`config.mk`:
```
export PLATFORM = sky130hd
export DESIGN_NAME = zma_ctrl
export DESIGN_NICKNAME = d
export VERILOG_FILES = /design/src/hw/rtl/zma_pkg.sv /design/src/hw/rtl/zma_ctrl.sv
export SDC_FILE = /design/constraint.sdc
export NUM_CORES = 1
export LEC_CHECK = 0
export ABC_AREA = 1
export ABC_CLOCK_PERIOD_IN_PS = 1800
export BUFFER_PORTS_ARGS = -buffer_cell sky130_fd_sc_hd__buf_2
export CAP_MARGIN = 20
export CORE_ASPECT_RATIO = 1.5
export CORE_MARGIN = 2
export CORE_UTILIZATION = 52
export CTS_CLUSTER_DIAMETER = 200
export DETAILED_ROUTE_END_ITERATION = 6
export GPL_TIMING_DRIVEN = 0
export PLACE_DENSITY_LB_ADDON = 0.25
export REMOVE_ABC_BUFFERS = 1
export SYNTH_ARGS = -nofsm -noshare
export SYNTH_HDL_FRONTEND = slang
export SYNTH_SLANG_ARGS = --single-unit
```
`constraint.sdc`:
```
create_clock -name clock -period 1.8 [get_ports clock]
set_input_delay 0.36 -clock clock [delete_from_list [all_inputs] [get_ports clock]]
set_output_delay 0.36 -clock clock [all_outputs]
set_load 0.02 [all_outputs]
```
`src/hw/rtl/zma_pkg.sv`:
```
// Package for the Zernike moment accumulator: types, constants and the coefficient table.
`default_nettype none
package zma_pkg;
   localparam int MAX_ORDER_DEF       = 12;
   localparam int COORD_FRAC_BITS_DEF = 15;
   localparam logic [31:0] INV_PI_Q32 = 32'd1367130551;

   typedef enum logic [3:0] {
      ST_IDLE, ST_R2, ST_WMUL, ST_WSUM, ST_HORN, ST_HSUM,
      ST_PR, ST_PI, ST_CR, ST_CI, ST_ACC, ST_SR, ST_SI, ST_OUT
   } state_type;

   // Multiplier operand selection.
   typedef enum logic [3:0] {
      OP_WR_X, OP_WI_Y, OP_WI_X, OP_WR_Y, OP_RAD_R2,
      OP_RAD_WR, OP_RAD_WI, OP_P_TR, OP_P_TI, OP_ACCR_K, OP_ACCI_K
   } mop_type;

   typedef struct packed {
      logic     load;     // latch pixel and reset w
      logic     r2_go;    // form r2
      logic     mul_go;   // start one product
      mop_type  mop;
      logic [1:0] slot;   // product slot to write
      logic     w_upd;    // combine four products into w
      logic     h_upd;    // rad = prod + coeff
      logic     acc_upd;  // add contributions
      logic     acc_clr;
      logic     out_ld;   // load output word
      logic     out_bad;
      logic [3:0] m_idx;
   } cmd_type;

   // Binomial coefficients C(a, b) for a, b below 16; zero where b > a.
   typedef logic [15:0][15:0][15:0] pascal_type;

   function automatic pascal_type make_pascal();
      pascal_type t;
      t = '0;
      for (int r = 0; r < 16; r++) begin
         t[r][0] = 16'd1;
         for (int c = 1; c <= r; c++) t[r][c] = t[r-1][c-1] + t[r-1][c];
      end
      return t;
   endfunction

   localparam pascal_type PASCAL = make_pascal();

   // Coefficient magnitude c_m for (n, l, m) as integer, the product of two constant-table entries.
   function automatic logic [47:0] coeff_mag(input logic [3:0] n, input logic [3:0] l,
                                              input logic [3:0] m);
      logic [3:0] k;
      logic [15:0] ba, bb;
      k = 4'((n - l) >> 1);
      ba = PASCAL[4'(n - m)][m];
      bb = PASCAL[4'(n - {m[2:0], 1'b0})][4'(k - m)];
      return 48'(32'(ba) * 32'(bb));
   endfunction
endpackage
`default_nettype wire

```
`src/hw/rtl/zma_ctrl.sv`:
```
// Sequencer for the per-pixel product chain and the final scaling.
`default_nettype none
module zma_ctrl (
   input  wire logic              clock,
   input  wire logic              reset,
   input  wire logic              req_valid,
   output logic                   req_ready,
   input  wire logic              req_last_pixel,
   input  wire logic              ok,
   input  wire logic [3:0]        l_cfg,
   input  wire logic [3:0]        k_cfg,
   input  wire logic              out_busy,
   input  wire logic              mul_done,
   output zma_pkg::cmd_type       cmd
);
   zma_pkg::state_type state_ff, state_in;
   logic [3:0] cnt_ff, cnt_in;
   logic [1:0] sub_ff, sub_in;
   logic last_ff, last_in;
   logic issued_ff, issued_in;
   logic mul_fire;

   always_ff @(posedge clock) begin
      if (reset) begin
         state_ff <= zma_pkg::ST_IDLE;
         cnt_ff <= '0;
         sub_ff <= '0;
         last_ff <= 1'b0;
         issued_ff <= 1'b0;
      end else begin
         state_ff <= state_in;
         cnt_ff <= cnt_in;
         sub_ff <= sub_in;
         last_ff <= last_in;
         issued_ff <= issued_in;
      end
   end

   // A product state starts the multiplier once, then waits for its result.
   assign mul_fire = issued_ff && mul_done;

   always_comb begin
      state_in = state_ff;
      cnt_in = cnt_ff;
      sub_in = sub_ff;
      last_in = last_ff;
      issued_in = issued_ff;
      req_ready = 1'b0;
      cmd = '0;
      cmd.mop = zma_pkg::OP_WR_X;
      cmd.m_idx = cnt_ff;
      case (state_ff)
         zma_pkg::ST_IDLE: begin
            req_ready = 1'b1;
            if (req_valid) begin
               last_in = req_last_pixel;
               cmd.load = 1'b1;
               cnt_in = '0;
               sub_in = '0;
               state_in = ok ? zma_pkg::ST_R2 : (req_last_pixel ? zma_pkg::ST_OUT
                                                               : zma_pkg::ST_IDLE);
            end
         end
         zma_pkg::ST_R2: begin
            cmd.r2_go = 1'b1;
            state_in = (l_cfg != 0) ? zma_pkg::ST_WMUL
                     : ((k_cfg != 0) ? zma_pkg::ST_HORN : zma_pkg::ST_PR);
            cnt_in = (l_cfg != 0) ? 4'd0 : 4'd1;
         end
         zma_pkg::ST_WMUL: begin
            cmd.mul_go = !issued_ff;
            issued_in = !mul_fire;
            cmd.slot = sub_ff;
            case (sub_ff)
               2'd0: cmd.mop = zma_pkg::OP_WR_X;
               2'd1: cmd.mop = zma_pkg::OP_WI_Y;
               2'd2: cmd.mop = zma_pkg::OP_WI_X;
               default: cmd.mop = zma_pkg::OP_WR_Y;
            endcase
            if (mul_fire) begin
               sub_in = sub_ff + 2'd1;
               if (sub_ff == 2'd3) state_in = zma_pkg::ST_WSUM;
            end
         end
         zma_pkg::ST_WSUM: begin
            cmd.w_upd = 1'b1;
            cnt_in = cnt_ff + 4'd1;
            if (cnt_ff + 4'd1 == l_cfg) begin
               cnt_in = 4'd1;
               state_in = (k_cfg != 0) ? zma_pkg::ST_HORN : zma_pkg::ST_PR;
            end else state_in = zma_pkg::ST_WMUL;
         end
         zma_pkg::ST_HORN: begin
            cmd.mul_go = !issued_ff;
            issued_in = !mul_fire;
            cmd.mop = zma_pkg::OP_RAD_R2;
            cmd.slot = 2'd0;
            if (mul_fire) state_in = zma_pkg::ST_HSUM;
         end
         zma_pkg::ST_HSUM: begin
            cmd.h_upd = 1'b1;
            cnt_in = cnt_ff + 4'd1;
            state_in = (cnt_ff == k_cfg) ? zma_pkg::ST_PR : zma_pkg::ST_HORN;
         end
         zma_pkg::ST_PR: begin
            cmd.mul_go = !issued_ff; issued_in = !mul_fire;
            cmd.mop = zma_pkg::OP_RAD_WR; cmd.slot = 2'd0;
            if (mul_fire) state_in = zma_pkg::ST_PI;
         end
         zma_pkg::ST_PI: begin
            cmd.mul_go = !issued_ff; issued_in = !mul_fire;
            cmd.mop = zma_pkg::OP_RAD_WI; cmd.slot = 2'd1;
            if (mul_fire) state_in = zma_pkg::ST_CR;
         end
         zma_pkg::ST_CR: begin
            cmd.mul_go = !issued_ff; issued_in = !mul_fire;
            cmd.mop = zma_pkg::OP_P_TR; cmd.slot = 2'd2;
            if (mul_fire) state_in = zma_pkg::ST_CI;
         end
         zma_pkg::ST_CI: begin
            cmd.mul_go = !issued_ff; issued_in = !mul_fire;
            cmd.mop = zma_pkg::OP_P_TI; cmd.slot = 2'd3;
            if (mul_fire) state_in = zma_pkg::ST_ACC;
         end
         zma_pkg::ST_ACC: begin
            cmd.acc_upd = 1'b1;
            state_in = last_ff ? zma_pkg::ST_SR : zma_pkg::ST_IDLE;
         end
         zma_pkg::ST_SR: begin
            cmd.mul_go = !issued_ff; issued_in = !mul_fire;
            cmd.mop = zma_pkg::OP_ACCR_K; cmd.slot = 2'd0;
            if (mul_fire) state_in = zma_pkg::ST_SI;
         end
         zma_pkg::ST_SI: begin
            cmd.mul_go = !issued_ff; issued_in = !mul_fire;
            cmd.mop = zma_pkg::OP_ACCI_K; cmd.slot = 2'd1;
            if (mul_fire) state_in = zma_pkg::ST_OUT;
         end
         zma_pkg::ST_OUT: begin
            if (!out_busy) begin
               cmd.out_ld = 1'b1;
               cmd.out_bad = !ok;
               cmd.acc_clr = 1'b1;
               state_in = zma_pkg::ST_IDLE;
            end
         end
         default: state_in = zma_pkg::ST_IDLE;
      endcase
   end
endmodule
`default_nettype wire

```
# Word-level counts from Yosys, hierarchy flattened
# Index checks and enable logic that the tools add are counted.
word_totals:
  reg_bits: 12
  in_bits: 15
  out_inout_bits: 20
  wordCells: 88
classes:
  add_sub_neg: 2
  n_eq_ne: 29
  n_mux: 37
  n_reduce_logical: 15
ops:
  columns: ["operator", "count"]
  rows:
  - ["$mux 4", 17]
  - ["$pmux 4 s14", 1]
  - ["$pmux 7 s8", 1]
  - ["$eq 4x4->1 const B", 6]
  - ["$ne 2x2->1 const B", 11]
  - ["$eq 4x3->1 const B", 4]
  - ["$pmux 4 s4", 1]
  - ["$reduce_bool 4->1", 3]
  - ["$reduce_and 11->1", 1]
  - ["$mux 3", 3]
  - ["$eq 4x2->1 const B", 2]
  - ["$eq 4x4->1", 2]
  - ["$mux 1", 8]
  - ["$mux 2", 4]
  - ["$reduce_or 8->1", 1]
  - ["$pmux 2 s3", 1]
  - ["$add 4x1->4 const B", 1]
  - ["$eq 2x2->1 const B", 2]
  - ["$eq 4x1->1 const B", 1]
  - ["$logic_not 4->1", 1]
  - ["$pmux 2 s2", 1]
  - ["$reduce_and 2->1", 2]
  - ["$logic_not 1->1", 3]
  - ["$reduce_and 3->1", 1]
  - ["other kinds (5)", 5]

# Depth between registers and ports, before layout
# Gate-level depths: netlist of the first run.
depth:
  depth_word: 4
  mapped_depth: 11
  ltp_nobuf: 11

# Worst setup path before layout of the first run
# No wires, ideal clock.
synth_timing:
  path_kind: "reg-to-output"
  startpoint: "register state_ff[3]"
  endpoint: "output port cmd[16] (netlist bit)"
  arrival_time_ps: 1454
  required_ps: 1440
  path_slack_ps: -14
  stages_incl_launch_ff: 7
  path_buffers: 0
  path_cell_list: "dfxtp_1 inv_2 nor2_2 nand2_1 a21oi_2 nor3_2 nor2_1"
synth_rtl:
  columns: ["element", "line_no", "rtl"]
  rows:
  - ["from (decl)", "zma_ctrl.sv:16", "zma_pkg::state_type state_ff, state_in;"]
  - ["from (signal assigned)", "zma_ctrl.sv:25", "state_ff <= zma_pkg::ST_IDLE;"]
  - ["from (signal assigned)", "zma_ctrl.sv:31", "state_ff <= state_in;"]
  - ["to (decl)", "zma_ctrl.sv:14", "output zma_pkg::cmd_type cmd"]

==> flow_metrics.py, run 1 <==
metrics = {
    "clock_network": {
        "clk_pin_slew_ns": 0.09,
        "clock-sinks": 12,
        "cts_tree": "done",
        "cts_made_buffers": 3,
        "clockBufferDepth": 2,
        "insertion_delay_ns": 0.28,
        "clock-root-buffer": "clkbuf_4",
        "htreeDepth": 1,
    },
    "timing": {
        "rsz0062_at_grt": "yes",
        "fin_ws_ns": -0.1156,
        "setup_viol": 8,
        "finalSetupTns_ns": -0.5274,
        "clock_skew_ns": 0.002961,
        "hold_violations": 0,
        "timing_max_transition_violations_final": 0,
        "worstMarginPinSlew_ns": 0.4137,
        "period_minus_slack_ns": 1.916,
        "fmax_mhz": 522.0,
        "period_share": 1.064,
        "holdWs_ns": 0.3444,
        "relSlewSlack": 0.7235,
    },
    "detailed_routing": {
        "final_antenna_net_count": 0,
        "routed_wirelength_um": 4344,
        "first_iter_violations": 92,
        "drt-pass1-iter-count": 4,
        "num_vias": 1691,
        "avgViaCountPerCell": 5.791,
        "drc": 0,
        "wire_per_inst_um": 14.88,
    },
    "layout": {
        "final_common_cell": "nand2_1",
        "diodes": 0,
        "drive_gt1_frac": 0.3680,
        "area_growth_pct": 39.01,
        "utilization": 0.7636,
        "final_area_um2": 1725,
        "fin_cells": 292,
        "layout_common_cells": "67 x nand2_1, 28 x buf_2, 24 x inv_1, 21 x nor2_1, 19 x buf_4",
        "nNetsFinal": 290,
    },
    "global_route": {
        "top_usage_layer": "met2",
        "grt_util_met1": 0.2835,
        "grt_max_degree": 11,
        "grt_overflow": 0,
        "antenna_found_initial": 0,
        "grt_pass1_wl_um": 5982,
        "grtUsageTotal": 0.2750,
        "use_met3": 0.01695,
        "grt_pass1_vias": 1483,
        "grtUsageMet2": 0.5239,
    },
    "placed_design": {
        "hpwl_um": 2669,
        "place_ws_ns": 0.02885,
        "dpl_cell_area_um2": 1421,
        "placed_cells": 272,
        "gp_congestion": 0.9910,
        "portBuffers": 34,
    },
    "critical_path": {
        "critical_path.cell_chain": "inv_4 > nor2_4 > nand2_2 > a21oi_4 > nor3_4 > nor2_2 > buf_4",
        "rrSetupSlack_ns": 0.09,
        "crit_path_end_kind": "primary output",
        "reg2reg_to": "issued_ff$_SDFFE_PP0P_",
        "cp_top_family": "simple AND/OR/NAND/NOR gates",
        "cp_num_buf_inv": 2,
        "worstRegToRegCells": 10,
        "arrival_ns": 1.56,
        "r2r-start": "state_ff[3]$_SDFFE_PP0P_",
        "criticalPathCategory": "register to primary output",
        "cp-start-kind": "register",
        "slowest_stage": "dfxtp_4",
        "worst-path-max-fanout": 7,
        "cp.required_ns": 1.44,
        "max_stage_delay_ns": 0.42,
    },
    "power": {
        "p_comb_frac": 0.733,
        "intPower_mw": 1.316,
        "p_total_mw": 2.815,
        "swShare": 0.5327,
        "leakagePower_nw": 0.9346,
        "p_per_area_nw_per_um2": 1632,
        "clockPowerShare": 0.081,
        "power.share.sequential": 0.186,
        "power.switching_mw": 1.500,
        "ir_drop_mv": 1.066,
    },
    "synth": {
        "synth-seq-area-share": 0.1935,
        "synth.area.top_cells": "nand2_1 21%, dfxtp_1 19%, inv_1 8.8%",
        "ys.warnings.count": 0,
        "syn_area_per_cell_um2": 5.694,
        "yosysTopAreaCell": "nand2_1",
        "yosys.area.top_type_share": 0.2147,
        "synth.distinct_cells": 28,
        "netlist_area_um2": 1241,
        "synth.ff_latch_count": 12,
        "postSynthCellCount": 218,
    },
    "outcome": {
        "violations": "negative setup slack",
        "run_status": "finished, violations left",
    },
    "floorplan": {
        "io_pins": 35,
        "die_height_um": 63.84,
        "start_util": 0.5493,
        "dieWidth_um": 43.89,
        "core-area_um2": 2260,
        "rows": 21,
        "die_area_um2": 2802,
    },
    "min_path": {
        "min_from": "req_last_pixel",
        "hold_end": "last_ff$_SDFFE_PP0P_",
        "min_path_cells": 3,
        "min_path_type": "input pin to register",
    },
    "flow_run": {
        "maxCapViolCount": 0,
    },
}
==> sequential cells by signal, indices dropped and copies added (netlist names) <==
register and count:
last_ff 1, cnt_ff 4, state_ff 4, sub_ff 2
issued_ff 1
==> cell usage after synthesis <==
cell / number
nand2_1: 71
inv_1: 29
nor2_1: 26
nand3_1: 16
dfxtp_1: 12
a21oi_1: 10
nor2_2: 10
o21ai_0: 7
nand4_1: 6
ha_1: 5
inv_2: 3
nand2_2: 3
buf_4: 2
nand3b_1: 2
nor2_4: 2
xnor2_1: 2
a211oi_1: 1
a21oi_2: 1
a31oi_1: 1
buf_1: 1
nand3_4: 1
nor3_1: 1
nor3_2: 1
o2111ai_1: 1
o211a_1: 1
o21ai_1: 1
o21ai_2: 1
xor2_1: 1
==> worst max-delay path by stage <==
stage | from | endpoint | slack, ns | cells after the start
global placement | state_ff[0]$_SDFFE_PP0P_ | cmd[16] | 0.01 | 8
finish | state_ff[3]$_SDFFE_PP0P_ | cmd[16] | -0.12 | 7
global route | state_ff[1]$_SDFFE_PP0P_ | cmd[16] | -0.17 | 7
detailed placement | state_ff[0]$_SDFFE_PP0P_ | cmd[16] | 0.03 | 8
floorplan | state_ff[3]$_SDFFE_PP0P_ | cmd[16] | -0.01 | 6
CTS | state_ff[2]$_SDFFE_PP0P_ | cmd[13] | -0.11 | 6
==> tightest hold or removal path, cell delays in order <==
cell and delay [ns]:
buf_2 0.11, nor2_1 0.05, nor2_1 0.08
==> cell type report <==
| cell class | instances | area [um^2] |
|---|---|---|
| inverters | 32 | 127.6 |
| clock buffers | 4 | 36.28 |
| flip-flops and latches | 12 | 259.0 |
| multi-input cells | 171 | 948.4 |
| repair buffers | 50 | 325.3 |
| fillers | 183 | 534.3 |
| well taps | 23 | 28.78 |
==> per-layer routing <==
metal / vias to the layer above / part of all wire / wire length (um)
met5: - / 0 / 0
met1: 748 / 0.35 / 1508
met4: 0 / 0.062 / 269
li1: 798 / - / -
met2: 113 / 0.52 / 2267
met3: 32 / 0.069 / 298
==> timing repair <==
action | in CTS | in global routing
hold buffers | 0 | 0
resized for setup | 16 | 32
pin swaps | 4 | 8
endpoints found under the setup margin | 11 | 15
setup buffers | 7 | 11
==> power by group through the flow <==
stage                     Combinational, mW  Clock [mW]  Sequential [mW]
after floorplan                        1.10           0            0.446
after global placement                 1.45           0            0.464
after detailed placement               1.47           0            0.466
after CTS                              1.68       0.230            0.492
after global routing                   2.22       0.243            0.538
final                                  2.06       0.227            0.524
==> logic make-up (layout without fill, tap and decap cells) <==
kind of cell	after synthesis	in the layout	synth area share
flip-flops	12	12	0.1935
buffers and inverters	35	86	0.1119
AO/OA/AOI/OAI	24	24	0.1129
adder cells (fa/ha/maj)	5	5	0.05040
XOR/XNOR	3	3	0.02117
AND/OR/NAND/NOR	139	139	0.5101
Power figures use the tool's default switching activity.
==> run 2: changes to the inputs <==
- MAX_ROUTING_LAYER: unset -> met4
- SETUP_SLACK_MARGIN: unset -> 0.1
==> run 2 against run 1 <==
- global-route usage grew 4.9 points
- the run still ends with negative setup slack left
- die area unchanged
- core utilization increased by 13 points
==> flow_metrics.py, run 2 (synthesis results as in run 1) <==
metrics = {
    "critical_path": {
        "worst-path-max-fanout": 5,
        "slowest_stage": "dfxtp_4",
        "critPathMostFrequentCell": "buf_4",
        "critical_path.cell_chain": "buf_6 > nor2_4 > buf_4 > a21oi_4 > nor3_4 > nor2_1 > buf_4",
        "crit_path_end_kind": "primary output",
        "cp.required_ns": 1.44,
        "max_stage_delay_ns": 0.38,
        "arrival_ns": 1.60,
        "cp-start-kind": "register",
        "criticalPathCategory": "register to primary output",
    },
    "floorplan": {
        "die_area_um2": 2802,
        "rows": 21,
        "io_pins": 35,
        "start_util": 0.5493,
        "die_height_um": 63.84,
        "core-area_um2": 2260,
        "dieWidth_um": 43.89,
    },
    "global_route": {
        "grt_pass1_vias": 1595,
        "grtUsageTotal": 0.3239,
        "grt_overflow": 0,
        "grt_pass1_wl_um": 6741,
        "grt_max_degree": 11,
        "antenna_found_initial": 0,
    },
    "layout": {
        "final_common_cell": "nand2_1",
        "layout_common_cells": "61 x nand2_1, 34 x buf_4, 21 x inv_1, 20 x nor2_1, 19 x buf_2",
        "nNetsFinal": 309,
        "diodes": 0,
        "n_fill_cell": 119,
        "regArea_um2": 259.0,
        "multi_input_area_um2": 1039,
        "reg_top3": "cnt_ff x4, state_ff x4, sub_ff x2",
        "fin_cells": 310,
        "drive_gt1_frac": 0.4564,
        "area_growth_pct": 62.00,
        "utilization": 0.8898,
    },
    "detailed_routing": {
        "num_vias": 1866,
        "met1_length_um": 1898,
        "first_iter_violations": 157,
        "highest_layer": "met4",
        "final_antenna_net_count": 0,
        "wl_met2_um": 2767,
        "route.met3.wl_um": 376,
        "wire_per_inst_um": 17.56,
        "drc": 0,
        "drt-pass1-iter-count": 5,
        "routed_wirelength_um": 5445,
        "avgViaCountPerCell": 6.019,
    },
    "clock_network": {
        "htreeDepth": 1,
        "cts_made_buffers": 3,
        "clock-sinks": 12,
        "clk_pin_slew_ns": 0.08,
        "clock-root-buffer": "clkbuf_4",
        "cts_tree": "done",
        "cts_hold_buf": 0,
        "insertion_delay_ns": 0.29,
        "clockBufferDepth": 2,
    },
    "power": {
        "clockPowerShare": 0.056,
        "power.share.sequential": 0.157,
        "swShare": 0.5291,
        "ir_drop_mv": 1.171,
        "intPower_mw": 1.520,
        "p_comb_frac": 0.787,
        "leakagePower_nw": 1.081,
        "p_per_area_nw_per_um2": 1605,
        "power.switching_mw": 1.708,
    },
    "timing": {
        "worstMarginPinSlew_ns": 0.3556,
        "relSlewSlack": 0.7623,
        "period_share": 1.091,
        "rsz0062_at_grt": "yes",
        "fin_ws_ns": -0.1633,
        "holdWs_ns": 0.3830,
        "timing_max_transition_violations_final": 0,
        "clock_skew_ns": 0.005655,
        "hold_violations": 0,
        "setup_viol": 11,
        "fmax_mhz": 509.3,
        "period_minus_slack_ns": 1.963,
    },
    "placed_design": {
        "placed_cells": 272,
        "gp_congestion": 1.000,
        "hpwl_um": 2706,
        "portBuffers": 34,
    },
    "flow_run": {
        "maxCapViolCount": 0,
    },
    "min_path": {
        "min_path_type": "input pin to register",
    },
    "outcome": {
        "violations": "negative setup slack",
        "run_status": "finished, violations left",
    },
}
-- run 2: cell types whose count changed in the layout (fill, tap and decap cells not counted), sizes merged --
cell,change
buf,+19
clkbuf,-1
-- run 2: final cells by class --
| cell class | instances | share of cell area |
|---|---|---|
| multi-input cells | 171 | 0.5165 |
| clock buffers | 3 | 0.01120 |
| flip-flops and latches | 12 | 0.1288 |
| well taps | 23 | 0.01431 |
| inverters | 32 | 0.06098 |
| repair buffers | 69 | 0.2682 |
-- run 2: power by group through the flow --
stage / Clock, mW / Sequential, mW / Combinational, mW
CTS: 0.168 / 0.494 / 1.93
global placement: 0 / 0.467 / 1.45
detailed placement: 0 / 0.467 / 1.46
global route: 0.182 / 0.512 / 2.70
floorplan: 0 / 0.446 / 1.10
finish: 0.180 / 0.507 / 2.54
-- run 2: metrics by stage --
step	setup slack (ns)	cell area [um^2]	total power, mW	TNS (ns)
final	-0.1633	2011	3.228	-0.6730
after global placement	-0.02842	1421	1.916	-0.02842
after global routing	-0.2003	2011	3.389	-1.010
after floorplan	-0.01412	1222	1.548	-0.01412
after detailed placement	-0.01398	1421	1.924	-0.01398
after CTS	-0.07303	1778	2.592	-0.07303
-- run 2: worst paths after layout --
kind,start,endpoint,slack (ns),cells past startpoint
max,state_ff[1]$_SDFFE_PP0P_,cmd[16],-0.16,7
min,reset,state_ff[2]$_SDFFE_PP0P_,0.38,2
max reg2reg,state_ff[1]$_SDFFE_PP0P_,cnt_ff[0]$_SDFFE_PP0P_,0.09,11
min reg2reg,issued_ff$_SDFFE_PP0P_,issued_ff$_SDFFE_PP0P_,0.50,2
-- run 2: timing repair --
item / in CTS / in global routing
endpoints found under the setup margin: 14 / 20
buffers inserted: 21 / 16
pin swaps: 9 / 10
gates resized for setup: 60 / 35
-- run 2: per-layer routing --
layer	track usage	up-vias
met1	0.3056	827
met2	0.5864	154
met5	-	-
met4	0.2045	0
met3	0.03955	48
li1	-	837
-- run 2: critical path, delay by kind of cell (launching register included) --
family	cells	cell delay, ns
AND/OR/NAND/NOR	3	0.45
AO/OA/AOI/OAI	1	0.04
flip-flops	1	0.38
buffers and inverters	3	0.44
==> run 3: changes to the inputs <==
- CELL_PAD_IN_SITES_DETAIL_PLACEMENT: unset -> 1
- CELL_PAD_IN_SITES_GLOBAL_PLACEMENT: unset -> 2
- CORE_UTILIZATION: 52 -> 25
==> run 3 against run 2 <==
- the run still ends with negative setup slack left
- setup slack improved by 0.13 ns
- clock power rose by 70%
- cell count rose by 12%
- count of clock-buffer cells in the layout is 1 higher
- non-clock buffer count is 8 lower
- largest cell class unchanged
==> flow_metrics.py, run 3 (synthesis results as in run 1) <==
metrics = {
    "outcome": {
        "run_status": "finished, violations left",
        "violations": "negative setup slack",
    },
    "timing": {
        "finalSetupTns_ns": -0.03014,
        "setup_viol": 1,
        "hold_violations": 0,
        "rsz0062_at_grt": "yes",
        "period_share": 1.017,
        "clock_skew_ns": 0.001373,
        "timing_max_transition_violations_final": 0,
        "period_minus_slack_ns": 1.830,
        "relSlewSlack": 0.7140,
        "fin_ws_ns": -0.03014,
        "fmax_mhz": 546.4,
        "worstMarginPinSlew_ns": 0.4286,
    },
    "global_route": {
        "grt_pass1_wl_um": 7762,
        "grt_overflow": 0,
        "antenna_found_initial": 0,
        "grt_pass1_vias": 1706,
        "grtUsageTotal": 0.1880,
        "grt_max_degree": 11,
    },
    "floorplan": {
        "core-area_um2": 4810,
        "die_area_um2": 5556,
        "die_height_um": 90.30,
        "dieWidth_um": 61.53,
        "start_util": 0.2581,
        "rows": 31,
        "io_pins": 35,
    },
    "detailed_routing": {
        "drt-pass1-iter-count": 6,
        "routed_wirelength_um": 4967,
        "wire_per_inst_um": 14.36,
        "first_iter_violations": 52,
        "drc": 0,
        "avgViaCountPerCell": 4.714,
        "final_antenna_net_count": 0,
        "num_vias": 1631,
    },
    "placed_design": {
        "placed_cells": 315,
        "hpwl_um": 3566,
        "place_ws_ns": -0.07728,
        "portBuffers": 34,
        "gp_congestion": 0.8132,
    },
    "critical_path": {
        "cp.required_ns": 1.44,
        "arrival_ns": 1.47,
        "cp-start-kind": "register",
        "crit_path_end_kind": "primary output",
        "criticalPathCategory": "register to primary output",
        "worst-path-max-fanout": 6,
    },
    "clock_network": {
        "clock-sinks": 12,
        "clk_pin_slew_ns": 0.06,
        "cts_hold_buf": 0,
        "cts_tree": "done",
        "insertion_delay_ns": 0.24,
        "cts_made_buffers": 3,
        "clockBufferDepth": 2,
        "clock-root-buffer": "clkbuf_8",
        "htreeDepth": 1,
    },
    "layout": {
        "diodes": 0,
        "nNetsFinal": 301,
        "layout_common_cells": "63 x nand2_1, 26 x buf_4, 25 x buf_2, 22 x inv_1, 19 x nor2_1",
        "drive_gt1_frac": 0.4286,
        "fin_cells": 346,
        "area_growth_pct": 59.17,
        "reg_top3": "cnt_ff x4, state_ff x4, sub_ff x2",
        "final_common_cell": "nand2_1",
        "utilization": 0.4108,
    },
    "power": {
        "leakagePower_nw": 0.9994,
        "p_total_mw": 3.214,
        "p_per_area_nw_per_um2": 1627,
        "ir_drop_mv": 0.8263,
    },
    "min_path": {
        "min_path_type": "input pin to register",
    },
    "flow_run": {
        "maxCapViolCount": 0,
    },
}
-- run 3: cell count changes in the layout (fill, tap and decap cells not counted), sizes merged --
cell    previous run  this run
buf               69        61
clkbuf             3         4
-- run 3: power breakdown --
part | internal (mW) | leakage, nW | switching (mW)
clock network | 0.194 | 0.0288 | 0.112
logic | 1.03 | 0.867 | 1.36
registers | 0.370 | 0.103 | 0.151
total | 1.59 | 0.999 | 1.62
-- run 3: path summary, 6_finish.rpt --
check                                start                  endpoint  slack, ns  cells after the start
setup / recovery  state_ff[3]$_SDFFE_PP0P_                   cmd[16]      -0.03                      7
hold / removal              req_last_pixel      last_ff$_SDFFE_PP0P_       0.40                      3
setup reg to reg  state_ff[3]$_SDFFE_PP0P_  state_ff[1]$_SDFFE_PP0P_       0.18                     11
hold reg to reg     issued_ff$_SDFFE_PP0P_    issued_ff$_SDFFE_PP0P_       0.48                      2
-- run 3: critical path, stage by stage (launching register included) --
cell and delay, ns:
dfxtp_4 0.40, inv_4 0.05, nor2_4 0.18, nand2_4 0.09, a21oi_4 0.20, nor3_4 0.07, nor2_1 0.09, buf_4 0.15
-- run 3: timing repair --
item / 4_1_cts / 5_1_grt
gates resized for setup: 51 / 30
pin swaps: 8 / 11
buffers inserted: 16 / 11
endpoints found under the setup margin: 19 / 19
-- run 3: cell type report --
cell class | count | area (um^2)
Inverter | 32 | 132.6
Fill cell | 680 | 2834
Multi-Input combinational cell | 171 | 1007
Clock buffer | 4 | 55.05
Timing Repair Buffer | 61 | 432.9
Sequential cell | 12 | 265.3
Tap cell | 66 | 82.58
-- run 3: per-stage QoR --
step	area (um^2)	hold slack [ns]
detailed placement	1475	0.4568
floorplan	1222	0.4291
global placement	1475	0.4534
global route	1976	0.4342
CTS	1783	0.4105
finish	1976	0.4018
-- run 3: per-layer routing --
layer	global-route usage	wire [um]	share of wire	up-vias
met2	0.3421	2829	0.57	34
met4	0.07270	193	0.039	0
li1	-	-	-	812
met5	-	0	0	-
met1	0.1974	1828	0.37	771
met3	0.01433	116	0.023	14
